File: src/sv/lsp_pkg.sv
// Shared types and constants for the LIFO stack with peek.
// Used by lsp_ctrl, lsp_datapath and lifo_stack_with_peek; no dependencies.
`default_nettype none

package lsp_pkg;

    // operation kinds
    localparam logic [2:0] KIND_PUSH     = 3'd0;
    localparam logic [2:0] KIND_POP      = 3'd1;
    localparam logic [2:0] KIND_PEEK_TOP = 3'd2;
    localparam logic [2:0] KIND_PEEK_POS = 3'd3;
    localparam logic [2:0] KIND_BOTTOM   = 3'd4;

    // result status codes
    localparam logic [1:0] ST_OK       = 2'd0;
    localparam logic [1:0] ST_OVERFLOW = 2'd1;
    localparam logic [1:0] ST_EMPTY    = 2'd2;
    localparam logic [1:0] ST_BADPOS   = 2'd3;

    localparam logic [4:0]         CAP_RESET = 5'd10;
    localparam logic signed [31:0] ERR_WORD  = -32'sd1;

    typedef struct packed {
        logic [2:0]         kind;
        logic signed [31:0] push_value;
        logic [4:0]         position;
    } t_in_word;

    typedef struct packed {
        logic signed [31:0] data;
        logic [1:0]         status;
        logic [4:0]         fill_level;
    } t_out_word;

    // controller to datapath commands
    typedef struct packed {
        logic capture;  // latch the accepted word
        logic eval;     // decide, update count, access the store
        logic load;     // fill the output register
    } t_dp_cmd;

endpackage

`default_nettype wire

File: src/sv/lsp_ctrl.sv
// Sequencer for the LIFO stack: capture, evaluate, load result.
// Depends on lsp_pkg for the command struct.
`default_nettype none

module lsp_ctrl (
    input  wire              i_clk,
    input  wire              i_rst_n,
    input  wire              i_in_valid,
    output logic             o_in_stall,
    output logic             o_out_valid,
    input  wire              i_out_stall,
    output lsp_pkg::t_dp_cmd o_cmd
);

    localparam logic [1:0] S_IDLE = 2'd0;
    localparam logic [1:0] S_EVAL = 2'd1;
    localparam logic [1:0] S_LOAD = 2'd2;

    logic [1:0] r_state, n_state;
    logic       r_out_valid, n_out_valid;
    logic       out_free;

    // output register can take a word when empty or being drained now
    assign out_free = !r_out_valid || !i_out_stall;

    assign o_in_stall  = (r_state != S_IDLE);
    assign o_out_valid = r_out_valid;

    // advance the sequence
    always_comb begin
        n_state       = r_state;
        o_cmd.capture = 1'b0;
        o_cmd.eval    = 1'b0;
        o_cmd.load    = 1'b0;
        case (r_state)
            S_IDLE: begin
                if (i_in_valid) begin
                    o_cmd.capture = 1'b1;
                    n_state       = S_EVAL;
                end
            end
            S_EVAL: begin
                o_cmd.eval = 1'b1;
                n_state    = S_LOAD;
            end
            S_LOAD: begin
                if (out_free) begin
                    o_cmd.load = 1'b1;
                    n_state    = S_IDLE;
                end
            end
            default: begin
                n_state = S_IDLE;
            end
        endcase
    end

    // hold the output word until it is taken
    always_comb begin
        n_out_valid = r_out_valid;
        if (o_cmd.load) begin
            n_out_valid = 1'b1;
        end else if (r_out_valid && !i_out_stall) begin
            n_out_valid = 1'b0;
        end
    end

    always_ff @(posedge i_clk) begin
        if (!i_rst_n) begin
            r_state     <= S_IDLE;
            r_out_valid <= 1'b0;
        end else begin
            r_state     <= n_state;
            r_out_valid <= n_out_valid;
        end
    end

endmodule

`default_nettype wire

File: src/sv/lsp_datapath.sv
// Datapath of the LIFO stack: entry store, fill count, capacity and result register.
// Depends on lsp_pkg for word types, kinds, status codes and commands.
`default_nettype none

module lsp_datapath #(
    parameter int DEPTH = 16
) (
    input  wire               i_clk,
    input  wire               i_rst_n,
    input  lsp_pkg::t_dp_cmd  i_cmd,
    input  lsp_pkg::t_in_word i_in_word,
    input  wire               i_cfg_we,
    input  wire [4:0]         i_cfg_data,
    output lsp_pkg::t_out_word o_out_word
);

    localparam int CW = $clog2(DEPTH + 1);
    localparam int AW = $clog2(DEPTH);
    localparam int XW = (CW > 5) ? CW : 5;
    localparam logic [XW-1:0] DEPTH_X = XW'(DEPTH);

    logic signed [31:0] mem [DEPTH];

    logic [4:0]         r_capacity;
    logic [CW-1:0]      r_count, n_count;
    logic [2:0]         r_kind;
    logic signed [31:0] r_push_value;
    logic [4:0]         r_position;
    logic [1:0]         r_status, n_status;
    logic               r_use_rd, n_use_rd;
    logic signed [31:0] r_rdata;
    lsp_pkg::t_out_word r_out;

    logic          wr_en, rd_en;
    logic [AW-1:0] wr_addr, rd_addr;
    logic [XW-1:0] cnt_x, cap_x, pos_x;
    logic          full;

    assign cnt_x = XW'(r_count);
    assign cap_x = XW'(r_capacity);
    assign pos_x = XW'(r_position);
    assign full  = (cnt_x >= cap_x) || (cnt_x >= DEPTH_X);

    // decide the operation from the held word and the fill count
    always_comb begin
        n_count  = r_count;
        n_status = lsp_pkg::ST_OK;
        n_use_rd = 1'b0;
        wr_en    = 1'b0;
        rd_en    = 1'b0;
        wr_addr  = AW'(r_count);
        rd_addr  = AW'(cnt_x - XW'(1));
        case (r_kind)
            lsp_pkg::KIND_PUSH: begin
                if (full) begin
                    n_status = lsp_pkg::ST_OVERFLOW;
                end else begin
                    wr_en   = i_cmd.eval;
                    n_count = CW'(r_count + 1'b1);
                end
            end
            lsp_pkg::KIND_POP: begin
                if (r_count == '0) begin
                    n_status = lsp_pkg::ST_EMPTY;
                end else begin
                    rd_en    = i_cmd.eval;
                    n_use_rd = 1'b1;
                    n_count  = CW'(r_count - 1'b1);
                end
            end
            lsp_pkg::KIND_PEEK_TOP: begin
                if (r_count == '0) begin
                    n_status = lsp_pkg::ST_EMPTY;
                end else begin
                    rd_en    = i_cmd.eval;
                    n_use_rd = 1'b1;
                end
            end
            lsp_pkg::KIND_PEEK_POS: begin
                if (r_position == 5'd0 || pos_x > cnt_x) begin
                    n_status = lsp_pkg::ST_BADPOS;
                end else begin
                    rd_en    = i_cmd.eval;
                    n_use_rd = 1'b1;
                    rd_addr  = AW'(cnt_x - pos_x);
                end
            end
            lsp_pkg::KIND_BOTTOM: begin
                if (r_count == '0) begin
                    n_status = lsp_pkg::ST_EMPTY;
                end else begin
                    rd_en    = i_cmd.eval;
                    n_use_rd = 1'b1;
                    rd_addr  = '0;
                end
            end
            default: begin
                n_status = lsp_pkg::ST_BADPOS;
            end
        endcase
    end

    // entry store: one write port, one registered read port
    always_ff @(posedge i_clk) begin
        if (wr_en) begin
            mem[wr_addr] <= r_push_value;
        end
        if (rd_en) begin
            r_rdata <= mem[rd_addr];
        end
    end

    // control state: capacity and fill count
    always_ff @(posedge i_clk) begin
        if (!i_rst_n) begin
            r_capacity <= lsp_pkg::CAP_RESET;
            r_count    <= '0;
        end else begin
            if (i_cfg_we) begin
                r_capacity <= i_cfg_data;
            end
            if (i_cmd.eval) begin
                r_count <= n_count;
            end
        end
    end

    // hold the accepted word and the decision
    always_ff @(posedge i_clk) begin
        if (i_cmd.capture) begin
            r_kind       <= i_in_word.kind;
            r_push_value <= i_in_word.push_value;
            r_position   <= i_in_word.position;
        end
        if (i_cmd.eval) begin
            r_status <= n_status;
            r_use_rd <= n_use_rd;
        end
    end

    // output register
    always_ff @(posedge i_clk) begin
        if (i_cmd.load) begin
            r_out.status     <= r_status;
            r_out.fill_level <= 5'(r_count);
            if (r_status != lsp_pkg::ST_OK) begin
                r_out.data <= lsp_pkg::ERR_WORD;
            end else if (r_use_rd) begin
                r_out.data <= r_rdata;
            end else begin
                r_out.data <= '0;
            end
        end
    end

    assign o_out_word = r_out;

endmodule

`default_nettype wire

File: src/sv/lifo_stack_with_peek.sv
// Top level of the LIFO stack with peek: sequencer plus datapath.
// Depends on lsp_pkg, lsp_ctrl and lsp_datapath.
//
//   channel   direction  handshake                  payload
//   in        input      i_in_valid / o_in_stall    i_in_word  (t_in_word)
//   out       output     o_out_valid / i_out_stall  o_out_word (t_out_word)
//   cfg       input      i_cfg_we                   i_cfg_data (capacity)
//
// Each word passes through capture, evaluate with a registered store
// read, then load of the output register; a new word is taken only after
// the last one is loaded. The output register holds a result under
// stall; the load step waits until it is free. Synchronous reset empties the
// stack and sets capacity to 10; store contents are left as they are.
`default_nettype none

module lifo_stack_with_peek #(
    parameter int DEPTH = 16
) (
    input  wire                 i_clk,
    input  wire                 i_rst_n,
    input  wire                 i_in_valid,
    output logic                o_in_stall,
    input  lsp_pkg::t_in_word   i_in_word,
    output logic                o_out_valid,
    input  wire                 i_out_stall,
    output lsp_pkg::t_out_word  o_out_word,
    input  wire                 i_cfg_we,
    input  wire [4:0]           i_cfg_data
);

    lsp_pkg::t_dp_cmd cmd;

    lsp_ctrl u_ctrl (
        .i_clk       (i_clk),
        .i_rst_n     (i_rst_n),
        .i_in_valid  (i_in_valid),
        .o_in_stall  (o_in_stall),
        .o_out_valid (o_out_valid),
        .i_out_stall (i_out_stall),
        .o_cmd       (cmd)
    );

    lsp_datapath #(
        .DEPTH (DEPTH)
    ) u_datapath (
        .i_clk      (i_clk),
        .i_rst_n    (i_rst_n),
        .i_cmd      (cmd),
        .i_in_word  (i_in_word),
        .i_cfg_we   (i_cfg_we),
        .i_cfg_data (i_cfg_data),
        .o_out_word (o_out_word)
    );

endmodule

`default_nettype wire
File: config.mk
export PLATFORM = sky130hd
export DESIGN_NAME = lifo_stack_with_peek
export DESIGN_NICKNAME = d
export VERILOG_FILES = /design/src/sv/lsp_pkg.sv /design/src/sv/lsp_ctrl.sv /design/src/sv/lsp_datapath.sv /design/src/sv/lifo_stack_with_peek.sv
export SDC_FILE = /design/constraint.sdc
export NUM_CORES = 1
export LEC_CHECK = 0
export BUFFER_PORTS_ARGS = -buffer_cell sky130_fd_sc_hd__buf_2
export CORE_ASPECT_RATIO = 1.25
export CORE_MARGIN = 1.5
export CORE_UTILIZATION = 40
export DETAILED_ROUTE_END_ITERATION = 6
export PLACE_DENSITY = 0.61
export SYNTH_ARGS = -nofsm -noshare
export SYNTH_HDL_FRONTEND = slang
export SYNTH_SLANG_ARGS = --single-unit
File: constraint.sdc
create_clock -name i_clk -period 7.84 [get_ports i_clk]
set_input_delay 1.96 -clock i_clk [delete_from_list [all_inputs] [get_ports i_clk]]
set_output_delay 1.96 -clock i_clk [all_outputs]
set_load 0.01 [all_outputs]
==> impl_results.md, run 1 <==
* Flops & latches, synth at 639
* Ys async rst share at 0%
* Vias per cell at 5.44
* FF-to-FF setup slack at 3290 ps
* Post-Place Worst Slack at 3340 ps
* Area grow syn2layout at 12.8%
* Crit path from: u_datapath.cnt_x[2]$_SDFFE_PN0P_
* Fin worst setup slack at 3290 ps
* Clock Sinks at 639
* Sum Neg Setup Slack at 0 ps
* Max VDD drop at 0.161 mV
* Worst Reg2Reg Path Length in Cells at 11
* Worst-path clk slew at 60 ps
* Reg2Reg Launch Point: u_datapath.cnt_x[2]$_SDFFE_PN0P_
* Final RePlAce weighted congestion at 0.771
* Maximum number of pins on one net before global-route repair at 204
* Met1 wire length at 24.5 mm
* Leak Pwr at 0.0103 uW
* Placement Rows at 101
* CP endpoint kind: register
* Die area at 63400 sq um
* Clk_lat worst skew at 630 ps
* Synth area leader: edfxtp_1
* Final nets at 1668
* Syn avg cell area at 16.3 sq um
* Status: complete, no violations
* CP required at 8200 ps
* Initial Utilization at 40.6%
* Synth warn at 0
* # DRC at 0
* Dpl cell area at 26100 sq um
* Hold_ws at 496 ps
* First-pass GRT wire length at 83.2 mm
* Max cap viols at 0
* Critical path type: reg2reg
* Crit path max fanout at 160
* Vias in the first global route at 13285
* Primary FF master, synth: edfxtp_1
* Pwr per Cell Area at 247 nW/um^2
* Endpoints failing setup at 0
* CTS Buf Count at 60
* Slew @ Worst Pin at 1120 ps
* Seq/Total Area, Yosys at 77.0%
* Initial drt markers at 1184
* N_diodes at 0
* Final Cycle Share at 58.1%
* Filler cells at 5264
* Post-CTS Setup Repair Bufs at 0
* Synthesized cell area at 24800 sq um
* Endpoints failing hold at 0
* Synth cell types at 50
* Layout cells sized above 1 at 14.4%
* Clock tree buffer depth at 3
* Design Area, Final at 27900 sq um
* CTS H-tree depth at 2
* Multi-input logic area at 5230 sq um
* TritonRoute pass-1 iters at 4
* Worst setup SP type: register
* Fmax at 220 MHz
* Port bufs at 90
* Hold Path Class: reg2reg
* Finished Core Util at 45.7%
* Via count at 13465
* Final clock skew at 24.2 ps
* Mapped Nets at 1583
* Detailed Route WL at 56.6 mm
* Initial antenna violation count at 0
* Die W at 226 um
* Top sig layer: met4
* Syn Inst Count at 1515
* Critical path arrival at 4920 ps
* Most frequent cell after synthesis: edfxtp_1
* R2r endpoint: u_datapath.r_rdata[24]$_DFFE_PP_
* Pins Over Slew Limit at 0
* Wire length on met3 at 2.83 mm
* CORE AREA at 61000 sq um
* RSZ-0062 raised after global routing: false
* Commonest cells in the synthesized netlist: 626 x edfxtp_1, 205 x nand2_1, 132 x a21oi_1
* CTS tree: yes
* Global Route Usage Sum at 17.8%
* # resized after CTS at 0
* Drt wl/cell at 22.9 um
* Minimum clock period after layout at 4550 ps
* Met2 WL at 27.7 mm
* IO Pins at 91
* CTS root buf: clkbuf_16
* EDFF count, synth at 626
* HPWL Detailed at 26.3 mm
* Area occupied by registers at 19100 sq um
* Synth top area cells: edfxtp_1 76%, mux2i_1 5.3%, a221oi_1 4.5%, nand2_1 3.1%, a21oi_1 2.7%
* Chip height at 281 um
* Share of the synthesized area in the top cell type at 75.9%
* Slew HR at 25.5%
* Critical path endpoint: u_datapath.r_rdata[24]$_DFFE_PP_
* Grt total ovfl at 0
* Hold buffer count at cts at 0
* Antenna Violating Nets Remaining at 0
==> sequential cells by signal, indices dropped and copies added (netlist names), 3 cells and up <==
| register | cells |
|---|---|
| u_datapath.cap_x | 5 |
| u_datapath.cnt_x | 5 |
| u_datapath.mem | 512 |
| u_datapath.o_out_word | 39 |
| u_datapath.pos_x | 5 |
| u_datapath.r_kind | 3 |
| u_datapath.r_push_value | 32 |
| u_datapath.r_rdata | 32 |
==> metal layers <==
layer  track usage, %  up-vias
li1                 -     6123
met1             23.7     6863
met2             30.0      401
met3             2.65       78
met4             5.58        0
met5                0        -
==> metrics by stage <==
step,total power [uW],cells
after floorplan,4140,1515
after global placement,4240,2362
after detailed placement,4250,2362
after CTS,6980,2473
after global routing,7140,2473
final,6910,2473
==> layout make-up <==
| cell class | instances | area share, % |
|---|---|---|
| Timing Repair Buffer | 120 | 2.51 |
| Multi-Input combinational cell | 761 | 18.7 |
| Clock buffer | 80 | 5.72 |
| Sequential cell | 639 | 68.3 |
| Tap cell | 824 | 3.69 |
| Clock inverter | 31 | 0.851 |
| Inverter | 18 | 0.242 |
==> where the power goes <==
part / internal (uW) / switching [uW] / total [uW] / leakage, uW
combinational: 117 / 215 / 332 / 0.00364
clock: 1500 / 1230 / 2730 / 0.000882
sequential: 3790 / 50.4 / 3850 / 0.00574
==> placed cells by master (no fill, tap or decap), types with 4 or more instances in the layout <==
master / instances
edfxtp_1: 626
nand2_1: 204
mux2i_1: 131
a21oi_1: 131
a221oi_1: 128
buf_2: 90
clkbuf_16: 61
or4_1: 32
buf_4: 28
clkbuf_1: 19
inv_1: 17
ha_1: 17
clkinv_1: 14
and3_2: 13
dfxtp_1: 13
o21ai_0: 11
nor2_1: 11
xnor2_1: 8
nor2b_1: 7
and2_1: 7
nor3_1: 7
clkinv_2: 7
nand3_1: 5
nand2b_1: 4
a21o_1: 4
nor3_2: 4
clkinvlp_4: 4
==> how the worst min path moves through the flow <==
stage,start,slack [ps],endpoint,cells after the start
global placement,u_datapath.cap_x[1]$_SDFFE_PN1P_,490,u_datapath.cap_x[1]$_SDFFE_PN1P_,2
detailed placement,u_datapath.cap_x[1]$_SDFFE_PN1P_,480,u_datapath.cap_x[1]$_SDFFE_PN1P_,2
floorplan,u_datapath.r_status[1]$_DFFE_PN_,430,u_datapath.o_out_word[6]$_DFFE_PP_,0
CTS,u_datapath.cap_x[1]$_SDFFE_PN1P_,490,u_datapath.cap_x[1]$_SDFFE_PN1P_,2
global route,u_datapath.cap_x[3]$_SDFFE_PN1P_,520,u_datapath.cap_x[3]$_SDFFE_PN1P_,2
finish,u_datapath.cap_x[1]$_SDFFE_PN1P_,500,u_datapath.cap_x[1]$_SDFFE_PN1P_,2
==> worst max-delay path: stages, from the launching register on <==
cell,delay [ps]
dfxtp_1,710
inv_1,230
ha_1,240
a21o_1,190
a21oi_2,230
a32o_1,190
nand3_1,150
nand2_4,540
buf_12,750
mux2i_1,290
a221oi_1,100
or4_1,550
==> logic make-up (layout without fill, tap and decap cells) <==
group	Yosys count	count (layout)	share of synthesized area [%]
AO/OA/AOI/OAI	292	292	8.31
AND/OR/NAND/NOR	308	308	5.81
adder cells (fa/ha/maj)	19	19	0.980
flip-flops	639	639	77.0
multiplexers	133	133	5.40
XOR/XNOR	9	9	0.318
buffers and inverters	115	249	2.22
Note: power is estimated with default switching activity, not from simulation.
==> run 2, diff against run 1 <==
ABC_AREA = 1   (was not set)
PLACE_DENSITY = 0.6   (was 0.61)
clock period = 4.4 ns   (was 7.84 ns; I/O delays follow)
==> run 2 against run 1 <==
Worst setup slack lost 2500 ps. Synthesized area grew 9.5%. Sequential power grew 78%. Total power grew 96%. Cell area grew 11%. Combinational power grew to 3.4 times the previous value. Routed wire length grew 21%. Sequential share of layout area shrank 6.5 points. Global-route usage grew 2.1 points. First-iteration DRC count grew 43%. Via count grew 31%. Highest routed layer unchanged.
==> impl_results.md, run 2 <==
* Pins Over Slew Limit at 0
* Status: complete, no violations
* Commonest cells after routing, fill and taps aside: 639 x nand2_1, 626 x edfxtp_1, 582 x nand3_1
* CP required at 4800 ps
* Clock tree buffer depth at 3
* Multi-input logic area at 6270 sq um
* CTS Buf Count at 61
* Hold_ws at 479 ps
* Area occupied by registers at 19100 sq um
* # DRC at 0
* Critical Path Most Common Cell: nand2_1
* CTS H-tree depth at 2
* CTS tree: yes
* Synth top area cells: edfxtp_1 69%, nand3_1 11%, nand2_1 8.9%, inv_1 4.1%, buf_2 1.6%
* Final clock skew at 29.2 ps
* Vias per cell at 5.19
* Max reg flops at 512
* Initial Utilization at 40.5%
* Syn avg cell area at 11.2 sq um
* Post-synthesis adder-cell area fraction at 0.859%
* Finished Core Util at 46.1%
* Critical path arrival at 3960 ps
* Placement Rows at 106
* Layout cells sized above 1 at 11.3%
* Die W at 236 um
* XOR/XNOR Fraction of Synth Area at 0.226%
* Flops & latches, synth at 639
* N_diodes at 0
* Psw at 3210 uW
* # resized after CTS at 0
* FF-to-FF setup slack at 830 ps
* Combinational power share at 8.4%
* Clk_lat worst skew at 660 ps
* Endpoints failing setup at 0
* Mapped Nets at 2480
* Slowest cell delay on critical path at 510 ps
* Via count at 17640
* Worst path cell trace: inv_1 -> ha_1 -> nand2_1 -> inv_1 -> nand2_1 -> nand3_1 -> nand2_1 -> nand2_2 -> nor2_2 -> nand2_8 -> nand2_8 -> buf_4 -> nand2_1 -> nand3_1 -> nand3_1 -> nand3_1 -> nand2_1
* Reg with most FFs: u_datapath.mem
* Initial antenna violation count at 0
* Sw Ratio at 23.7%
* Max VDD drop at 0.324 mV
* Pwr per Cell Area at 438 nW/um^2
* Antenna Violating Nets Remaining at 0
* Sum Neg Setup Slack at 0 ps
* Total power at 13500 uW
* CP max stage cell: dfxtp_1
* CP endpoint kind: register
* Global Route Usage Sum at 19.9%
* Hold path depth at 2
* Final nets at 2552
* Post-synthesis compound-gate area fraction at 0.646%
* Clock Sinks at 639
* Seq/Total Area, Yosys at 70.3%
* Simple-Gate Fraction of Synth Area at 20.6%
* Largest family of logic cells by synthesized area: simple AND/OR/NAND/NOR gates
* Worst-path clk slew at 60 ps
* Mux contribution to synthesized area at 0.0785%
* Die area at 69300 sq um
* Hold buffer count at cts at 0
* Final RePlAce weighted congestion at 0.856
* Worst Reg2Reg Path Length in Cells at 17
* Minimum clock period after layout at 3570 ps
* Ys async rst share at 0%
* First-pass GRT wire length at 105 mm
* Slew @ Worst Pin at 800 ps
* Final Cycle Share at 81.0%
* Final cell count without fillers at 3399
* Synthesized cell area at 27100 sq um
* Fmax at 281 MHz
* Synth warn at 0
* Synth area leader: edfxtp_1
* Leak Pwr at 0.0122 uW
* RSZ-0062 raised after global routing: false
* Filler cells at 5984
* Dpl cells at 3285
* Port bufs at 90
* P_int at 10300 uW
* Drt wl/cell at 20.1 um
* Slew HR at 46.5%
* Endpoints failing hold at 0
* Synth cell types at 34
* Hold Path Class: reg2reg
* CORE AREA at 67000 sq um
* Initial drt markers at 1698
* Max cap viols at 0
* Area grow syn2layout at 14.0%
* Critical path type: reg2reg
* Maximum number of pins on one net before global-route repair at 121
* Primary FF master, synth: edfxtp_1
* Clk pwr share at 40.9%
* IO Pins at 91
* Reg power frac at 50.8%
* Commonest cells in the synthesized netlist: 641 x nand2_1, 626 x edfxtp_1, 582 x nand3_1
* Vias in the first global route at 17358
* CTS root buf: clkbuf_16
* Crit path max fanout at 50
* HPWL Detailed at 38.4 mm
* Grt total ovfl at 0
* Chip height at 294 um
* Commonest non-fill, non-tap cell in the layout: nand2_1
* TritonRoute pass-1 iters at 5
* Most frequent cell after synthesis: nand2_1
* Detailed Route WL at 68.3 mm
* Share of the synthesized area in the top cell type at 69.4%
* Worst setup SP type: register
* EDFF count, synth at 626
* Post-CTS Setup Repair Bufs at 0
* Syn Inst Count at 2412
-- run 2: cell count changes after synthesis, moves of 8 or more --
cell / previous run / this run
nand3_1: 5 / 582
nand2_1: 205 / 641
inv_1: 17 / 295
mux2i_1: 131 / 1
a221oi_1: 128 / 0
a21oi_1: 132 / 12
or4_1: 32 / 0
buf_2: 55 / 84
clkbuf_1: 29 / 11
buf_4: 9 / 25
nor2_1: 13 / 28
and3_1: 12 / 0
buf_6: 2 / 14
and2_1: 8 / 0
-- run 2: area by class of cell --
| type | instances | share of cell area (%) |
|---|---|---|
| tap | 864 | 3.50 |
| clock inverter | 45 | 1.87 |
| clock buffer | 69 | 5.04 |
| multi-input combinational | 1334 | 20.3 |
| timing repair buffer | 148 | 3.92 |
| inverter | 300 | 3.65 |
| sequential | 639 | 61.7 |
-- run 2: logic make-up (layout without fill, tap and decap cells) --
group	Yosys count	after routing
fa+ha+maj	18	18
compound gates	32	32
flops	639	639
buf+inv	439	562
xor+xnor	7	7
mux	2	2
simple gates	1275	1275
-- run 2: metal layers --
metal	track usage [%]	share of wire, %	vias to the layer above
li1	-	-	8307
met1	25.6	41	8634
met2	34.4	50	586
met3	2.77	6.0	113
met4	6.72	2.9	0
met5	0	0	-
-- run 2: metrics by stage --
step / instance area (sq um) / setup WS [ps]
after floorplan: 27100 / 645
after global placement: 28800 / 812
after detailed placement: 28800 / 869
after CTS: 30900 / 843
after global routing: 30900 / 573
final: 30900 / 835
-- run 2: worst paths after layout --
path                                            to                        startpoint
hold reg to reg   u_datapath.cap_x[4]$_SDFFE_PN0P_  u_datapath.cap_x[4]$_SDFFE_PN0P_
setup reg to reg  u_datapath.r_rdata[26]$_DFFE_PP_  u_datapath.cnt_x[3]$_SDFFE_PN0P_
setup / recovery  u_datapath.r_rdata[26]$_DFFE_PP_  u_datapath.cnt_x[3]$_SDFFE_PN0P_
hold / removal    u_datapath.cap_x[4]$_SDFFE_PN0P_  u_datapath.cap_x[4]$_SDFFE_PN0P_
-- run 2: power groups by stage --
stage | clock (uW) | combinational, uW | sequential (uW)
2_1_floorplan | 0 | 789 | 6960
3_3_place_gp | 0 | 1120 | 7000
3_5_place_dp | 0 | 1130 | 7010
4_1_cts | 5640 | 1130 | 6870
5_1_grt | 5860 | 1250 | 6880
6_report | 5530 | 1130 | 6870
-- run 2: worst max-delay path: cells and delay by family (launching register included) --
family / cells / cell delay (ps)
adders and majority gates: 1 / 330
and+or+nand+nor: 13 / 1760
buffers and inverters: 3 / 640
DFF: 1 / 510
==> run 3, diff against run 2 <==
ABC_AREA = 0   (was 1)
PLACE_DENSITY = 0.63   (was 0.6)
clock period = 2.9 ns   (was 4.4 ns; I/O delays follow)
==> run 3 against run 2 <==
The flow now finishes with violations (setup timing). Cell area fell by 0.32%. Routed wire length decreased by 9.2%. Non-clock buffer count up 119. Core utilization up 4.3 points. Combinational power up 18%. Largest cell class unchanged.
==> impl_results.md, run 3 (same netlist as run 1, synthesis figures left out) <==
* Status: finished, violations left
* Failing checks: setup timing
* Vias in the first global route at 14665
* Design Area, Final at 30800 sq um
* Final Cycle Share at 108%
* HPWL Detailed at 34.7 mm
* Pins Over Slew Limit at 0
* Max cap viols at 0
* First-pass GRT wire length at 90.7 mm
* Worst path cell trace: ha_4 -> and3_4 -> o21ai_4 -> a32oi_4 -> nor2_4 -> o32ai_4 -> buf_12 -> buf_8 -> buf_12 -> buf_12 -> a221oi_2 -> or4_1
* Minimum clock period after layout at 3130 ps
* CP max stage cell: or4_1
* CP endpoint kind: register
* Worst-path clk slew at 70 ps
* Critical Path Most Common Cell: buf_12
* Max reg flops at 512
* Antenna Violating Nets Remaining at 0
* Pwr per Cell Area at 644 nW/um^2
* Dpl cell area at 27800 sq um
* CTS root buf: clkbuf_16
* CTS Buf Count at 58
* Crit path max fanout at 11
* Layout cells sized above 1 at 26.1%
* Leak Pwr at 0.0115 uW
* CP required at 3250 ps
* RSZ-0062 raised after global routing: true
* Slowest cell delay on critical path at 510 ps
* Critical path type: reg2reg
* Slew HR at 57.9%
* Dpl cells at 2471
* Port bufs at 90
* Hold Path Class: in2reg
* Vias per cell at 5.48
* Global Route Usage Sum at 19.4%
* Commonest cells after routing, fill and taps aside: 626 x edfxtp_1, 203 x nand2_1, 128 x mux2i_1
* Endpoints failing hold at 0
* Max VDD drop at 0.534 mV
* Reg2Reg Launch Point: u_datapath.pos_x[3]$_DFFE_PP_
* Area grow syn2layout at 24.3%
* Total power at 19800 uW
* Hold buffer count at cts at 0
* Final RePlAce weighted congestion at 0.799
* Worst setup SP type: register
* Placement Rows at 101
* Grt total ovfl at 0
* Drt wl/cell at 23.7 um
* Maximum number of pins on one net before global-route repair at 47
* Final clock skew at 23.1 ps
* N_diodes at 0
* Fin worst setup slack at -231 ps
* Clk_lat worst skew at 630 ps
* Final nets at 1813
* Hold path start: i_in_word[29]
* Initial Utilization at 40.6%
* Crit path from: u_datapath.pos_x[3]$_DFFE_PP_
* Slew @ Worst Pin at 631 ps
* Initial drt markers at 1350
* Reg with most FFs: u_datapath.mem
* Worst Reg2Reg Path Length in Cells at 12
* Endpoints failing setup at 32
* Final cell count without fillers at 2614
* Die W at 226 um
* TritonRoute pass-1 iters at 5
* Die area at 63400 sq um
* Fmax at 319 MHz
* # DRC at 0
* Commonest non-fill, non-tap cell in the layout: edfxtp_1
* Clock tree buffer depth at 3
* IO Pins at 91
* CORE AREA at 61000 sq um
* CTS H-tree depth at 2
* Clock Sinks at 639
* Chip height at 281 um
* Critical path arrival at 3480 ps
* Detailed Route WL at 62.0 mm
* CTS tree: yes
* Initial antenna violation count at 0
* Via count at 14325
* Hold path depth at 1
* Hold_ws at 268 ps
run 3: where the power goes:
part	internal [uW]	switching, uW	leakage [uW]	total (uW)
logic	621	708	0.00481	1330
clock network	4730	3370	0.000966	8100
registers	10300	134	0.00574	10400
run 3: path summary, 6_finish.rpt:
kind	slack, ps	to
max	-230	u_datapath.r_rdata[12]$_DFFE_PP_
min	270	u_datapath.r_push_value[24]$_DFFE_PP_
max reg2reg	-230	u_datapath.r_rdata[12]$_DFFE_PP_
min reg2reg	490	u_datapath.cap_x[3]$_SDFFE_PN1P_
run 3: cell type report:
type	instances	area, sq um
Clock inverter	42	541
Timing Repair Buffer	267	2970
Fill cell	4899	30300
Multi-Input combinational cell	761	5640
Tap cell	824	1030
Sequential cell	639	19100
Inverter	18	73.8
Clock buffer	63	1470
run 3: critical path: cells and delay by family (launching register included):
kind            cells  cell delay (ps)
simple gates        3              800
compound gates      4              710
buf+inv             4              600
flops               1              430
fa+ha+maj           1              300
run 3: repair_timing:
item	CTS	global route
setup endpoints to repair	32	161
resized for setup	56	40
hold endpoints to repair	0	0
gates cloned	5	7
buffers inserted	15	11
pin swaps	14	8
run 3: metal layers:
metal  vias up  track usage [%]  routed length (um)
met5         -                0                   0
met4         0             7.06                2050
met3       118             2.67                3520
met2       481             34.1               32100
met1      7305             24.3               24400
li1       6421                -                   -
run 3: through the flow:
step           utilization, %  TNS (ps)  setup WS, ps
3_5_place_dp             45.5     -6650          -298
2_1_floorplan               -     -4670          -149
5_1_grt                  50.4     -9280          -331
4_1_cts                  49.7     -5810          -220
6_report                 50.4     -6280          -231
3_3_place_gp             45.5     -5740          -284
